File: config.mk
export PLATFORM = sky130hd
export DESIGN_NAME = lcd_eval
export DESIGN_NICKNAME = d
export VERILOG_FILES = /design/src/lcd_pkg.sv /design/src/lcd_eval.sv
export SDC_FILE = /design/constraint.sdc
export NUM_CORES = 1
export LEC_CHECK = 0
export BUFFER_PORTS_ARGS = -buffer_cell sky130_fd_sc_hd__clkbuf_2
export CORE_AREA = 10 10 78 80
export CTS_CLUSTER_SIZE = 24
export DETAILED_ROUTE_END_ITERATION = 6
export DIE_AREA = 0 0 88 90
export GPL_ROUTABILITY_DRIVEN = 0
export PLACE_DENSITY = 0.88
export SETUP_SLACK_MARGIN = 0.4
export SYNTH_ARGS = -nofsm -noshare
export SYNTH_HDL_FRONTEND = slang
export SYNTH_SLANG_ARGS = --single-unit
File: constraint.sdc
create_clock -name i_clk -period 6.7 [get_ports i_clk]
set_clock_uncertainty 0.15 [all_clocks]
set_input_delay 1.005 -clock i_clk [delete_from_list [all_inputs] [get_ports i_clk]]
set_output_delay 1.005 -clock i_clk [all_outputs]
set_load 0.05 [all_outputs]
File: src/lcd_pkg.sv
package lcd_pkg;

    localparam int GRID_WIDTH_DEF  = 64;
    localparam int GRID_HEIGHT_DEF = 64;

    localparam int COORD_W     = 6;
    localparam int COUNT_W     = 4;
    localparam int CFG_W       = 4;
    localparam int CFG_IDX_W   = 1;
    localparam int IN_TDATA_W  = 16;
    localparam int OUT_TDATA_W = 8;

    localparam logic OP_WRITE = 1'b0;
    localparam logic OP_EVAL  = 1'b1;

    localparam logic [CFG_IDX_W-1:0] REG_BIRTH   = 1'b0;
    localparam logic [CFG_IDX_W-1:0] REG_SURVIVE = 1'b1;

    localparam logic [CFG_W-1:0] BIRTH_RST   = 4'd3;
    localparam logic [CFG_W-1:0] SURVIVE_RST = 4'd2;

    typedef struct packed {
        logic up;
        logic mid;
    } t_eval_ctl;

endpackage

File: src/lcd_eval.sv
module lcd_eval
    import lcd_pkg::*;
#(
    parameter int GRID_WIDTH = GRID_WIDTH_DEF,
    parameter int XW         = $clog2(GRID_WIDTH_DEF)
) (
    input  logic                  i_clk,
    input  logic [GRID_WIDTH-1:0] i_row,
    input  logic [XW-1:0]         i_xl,
    input  logic [XW-1:0]         i_x,
    input  logic [XW-1:0]         i_xr,
    input  t_eval_ctl             i_ctl,
    input  logic [CFG_W-1:0]      i_birth,
    input  logic [CFG_W-1:0]      i_survive,
    output logic [COUNT_W-1:0]    o_count,
    output logic                  o_next,
    output logic                  o_changes
);

    logic [2:0] r_acc;
    logic       r_now;
    logic [1:0] w_sum3;
    logic [1:0] w_sum2;

    assign w_sum3 = {1'b0, i_row[i_xl]} + {1'b0, i_row[i_x]} + {1'b0, i_row[i_xr]};
    assign w_sum2 = {1'b0, i_row[i_xl]} + {1'b0, i_row[i_xr]};

    always_ff @(posedge i_clk) begin
        if (i_ctl.up) begin
            r_acc <= {1'b0, w_sum3};
        end else if (i_ctl.mid) begin
            r_acc <= r_acc + {1'b0, w_sum2};
            r_now <= i_row[i_x];
        end
    end

    // bottom row is summed on the fly
    assign o_count = {1'b0, r_acc} + {2'b00, w_sum3};

    always_comb begin
        priority if (o_count == i_birth) begin
            o_next = 1'b1;
        end else if (o_count == i_survive) begin
            o_next = r_now;
        end else begin
            o_next = 1'b0;
        end
    end

    assign o_changes = o_next ^ r_now;

endmodule

==> impl_metrics.csv <==
group,metric,value,unit
status,outcome,"completed",
timing,worst_slew_margin_rel,0.713,
final_layout,register_area,110,sq um
yosys,synthesis.nets,267,
yosys,postSynthAreaPerCell,12.6,sq um
flow_run,maxCapViolations,0,
drt,vias_per_cell,6.31,
drt,dr.first_iter.drc_count,94,
critical_path,critPathRequiredTime,5.54,ns
critical_path,arrival,4.90,ns
yosys,synthMuxAreaShare,0.635,
critical_path,path_class,"input port to primary output",
grt,overflow,0,
timing,finalMaxSlewViolations,0,
final_layout,layout-drive-gt1-share,0.602,
timing,setup_viol,0,
grt,track_usage,0.155,
yosys,yosys.area.top_type_share,0.448,
timing,rsz0062_at_grt,"false",
grt,antenna_found_initial,0,
yosys,yosysSeqAreaShare,0.0522,
power,power_density,204,nW/um^2
timing,tns,0,ns
final_layout,antennaDiodeCount,0,
grt,grt_max_degree,15,
final_layout,n_fill_cell,384,
clock_tree,tritoncts,"yes",
yosys,synth_area_leaders,"mux4_2 45%, mux2i_1 9.0%, mux4_1 7.5%, edfxtp_1 4.3%, fa_1 2.8%",
yosys,synth_top_family_by_area,"multiplexers",
yosys,synth_compound_area_frac,0.0789,
timing,post-route-min-period,6.05,ns
final_layout,syn_to_final_growth,26.3,%
clock_tree,cts-root-buf,"clkbuf_8",
timing,max_slew.worst_pin.slew,0.427,ns
floorplanning,start_util,0.459,
yosys,postSynthCellCount,168,
critical_path,cp_max_fo,5,
yosys,synthArstFlopShare,0,
yosys,yosys_warnings,0,
drt,routed_wl,6280,um
drt,drc,0,
timing,fmax,165,MHz
yosys,synth_xor_area_frac,0.0516,
grt,grt_pass1_vias,2209,
power,p_leak,1.19,nW
grt,grt_pass1_wl,10200,um
placed_design,port_buffers,98,
floorplanning,rows,25,
drt,first_pass_iters,5,
clock_tree,h-tree-depth,1,
clock_tree,cts.sinks,4,
placed_design,hpwl,5470,um
final_layout,fin_nets,356,
clock_tree,clock_latency,0.22,ns
final_layout,multi_input_area,1880,sq um
floorplanning,io-pin-count,99,
hold_path,min_path_type,"flop to flop",
critical_path,start_kind,"input port",
clock_tree,cts_buffers,3,
floorplanning,core_area,4600,sq um
yosys,synthSimpleGateAreaFrac,0.0730,
timing,finalCritPeriodShare,0.903,
yosys,synth-adder-area-share,0.0463,
drt,avgRoutedWirePerCell,20.2,um
floorplanning,die_h,90,um
power,peakVddDrop,0.000201,V
clock_tree,cts_buffer_depth,2,
yosys,synth_ff_type,"edfxtp_1",
critical_path,worstSetupEndpointType,"primary output",
timing,hold_viol,0,
drt,num_vias,1957,
yosys,netlist_area,2110,sq um
yosys,yosys_register_bits,4,
final_layout,final_util,0.580,
yosys,synth_edf_count,3,
clock_tree,clk_pin_slew_worst_paths,0.03,ns
yosys,synth_area_leader_cell,"mux4_2",
yosys,synth.distinct_cells,38,
floorplanning,dieArea,7920,sq um
floorplanning,die_x,88,um
drt,ant_nets,0,
## cell usage in the layout (no fill, tap or decap), types with 2 or more instances in the layout
master | Yosys | final
mux2_2 | 4 | 4
nor2_1 | 7 | 7
buf_2 | 5 | 2
clkbuf_2 | 0 | 93
xor2_1 | 4 | 3
fa_1 | 3 | 2
inv_1 | 10 | 10
a211oi_1 | 2 | 2
nor2b_1 | 8 | 8
nand2_1 | 5 | 5
a21oi_1 | 2 | 2
edfxtp_1 | 3 | 3
buf_6 | 3 | 2
mux4_2 | 42 | 42
nand3_1 | 4 | 4
mux2i_1 | 19 | 19
mux4_1 | 6 | 6
a22oi_1 | 6 | 6
ha_1 | 3 | 3
clkbuf_8 | 0 | 3
xnor2_1 | 3 | 3
xor3_1 | 2 | 2
o211ai_1 | 3 | 3
o21ai_0 | 3 | 3
## state kept, by name (all words and copies together), names as in the netlist
name   flops
r_now      1
r_acc      3
## cell type report
| class | count | area share |
|---|---|---|
| multi-input cells | 138 | 0.704 |
| repair buffers | 100 | 0.198 |
| flip-flops and latches | 4 | 0.0413 |
| well taps | 54 | 0.0254 |
| clock buffers | 4 | 0.0169 |
| inverters | 10 | 0.0141 |
## timing repair
item | 4_1_cts | 5_1_grt
hold buffers | 0 | 0
resized for setup | 2 | 11
endpoints found under the setup margin | 1 | 2
setup buffers | 0 | 0
## cells in the mapped netlist (2+ instances only)
library cell,n
buf_4,2
edfxtp_1,3
nand2_1,5
a22oi_1,6
mux4_2,42
clkbuf_1,4
nor2b_1,8
mux2i_1,19
nor2_1,7
ha_1,3
mux4_1,6
xnor2_1,3
a21oi_1,2
nand3_1,4
o21ai_0,3
buf_2,5
mux2_2,4
xor3_1,2
fa_1,3
buf_1,2
inv_1,10
a211oi_1,2
buf_6,3
o211ai_1,3
xor2_1,4
## through the flow
stage | instance area, sq um | total power [mW] | instances | worst slack [ns] | hold WS (ns)
after detailed placement | 2590 | 0.482 | 306 | 0.316 | 0.474
final | 2670 | 0.544 | 310 | 0.648 | 0.466
after floorplan | 2120 | 0.383 | 168 | 0.478 | 0.405
after global routing | 2670 | 0.590 | 310 | 0.417 | 0.499
after global placement | 2590 | 0.470 | 306 | 0.395 | 0.443
after CTS | 2650 | 0.541 | 310 | 0.430 | 0.478
## report_power, final
part | switching [mW] | total [mW] | internal, mW
clock network | 0.0137 | 0.0544 | 0.0407
logic | 0.252 | 0.444 | 0.192
registers | 0.00740 | 0.0459 | 0.0385
total | 0.273 | 0.544 | 0.271
## logic make-up after synthesis
family | Yosys count
buffers and inverters | 26
adder cells (fa/ha/maj) | 6
XOR/XNOR | 9
flip-flops | 4
multiplexers | 71
AND/OR/NAND/NOR | 30
AO/OA/AOI/OAI | 22
## worst paths after layout
| kind | startpoint | endpoint | slack [ns] | depth (start not counted) |
|---|---|---|---|---|
| setup / recovery | i_x[0] | o_changes | 0.65 | 15 |
| hold / removal | r_acc[2]$_SDFFE_PP0P_ | r_acc[2]$_SDFFE_PP0P_ | 0.47 | 2 |
| setup reg to reg | r_acc[0]$_DFFE_PP_ | r_acc[1]$_DFFE_PP_ | 4.94 | 5 |
| hold reg to reg | r_acc[2]$_SDFFE_PP0P_ | r_acc[2]$_SDFFE_PP0P_ | 0.47 | 2 |
## metal layers
layer / vias up / global-route usage / share of wire
li1: 895 / - / -
met1: 932 / 0.185 / 0.38
met2: 120 / 0.265 / 0.51
met3: 10 / 0.0406 / 0.10
met4: 0 / 0.0359 / 0.011
met5: - / 0 / 0
## worst max-delay path, cell delays in order
cell and delay [ns]:
buf_2 0.19, mux4_2 0.53, mux2_2 0.29, a2111oi_2 0.35, nor3_1 0.14, fa_1 0.57, ha_1 0.16, inv_1 0.05
fa_2 0.39, xor3_1 0.37, nand4_1 0.12, nor2_1 0.05, o31a_2 0.35, xor2_2 0.14, buf_6 0.17
Power figures use the tool's default switching activity.
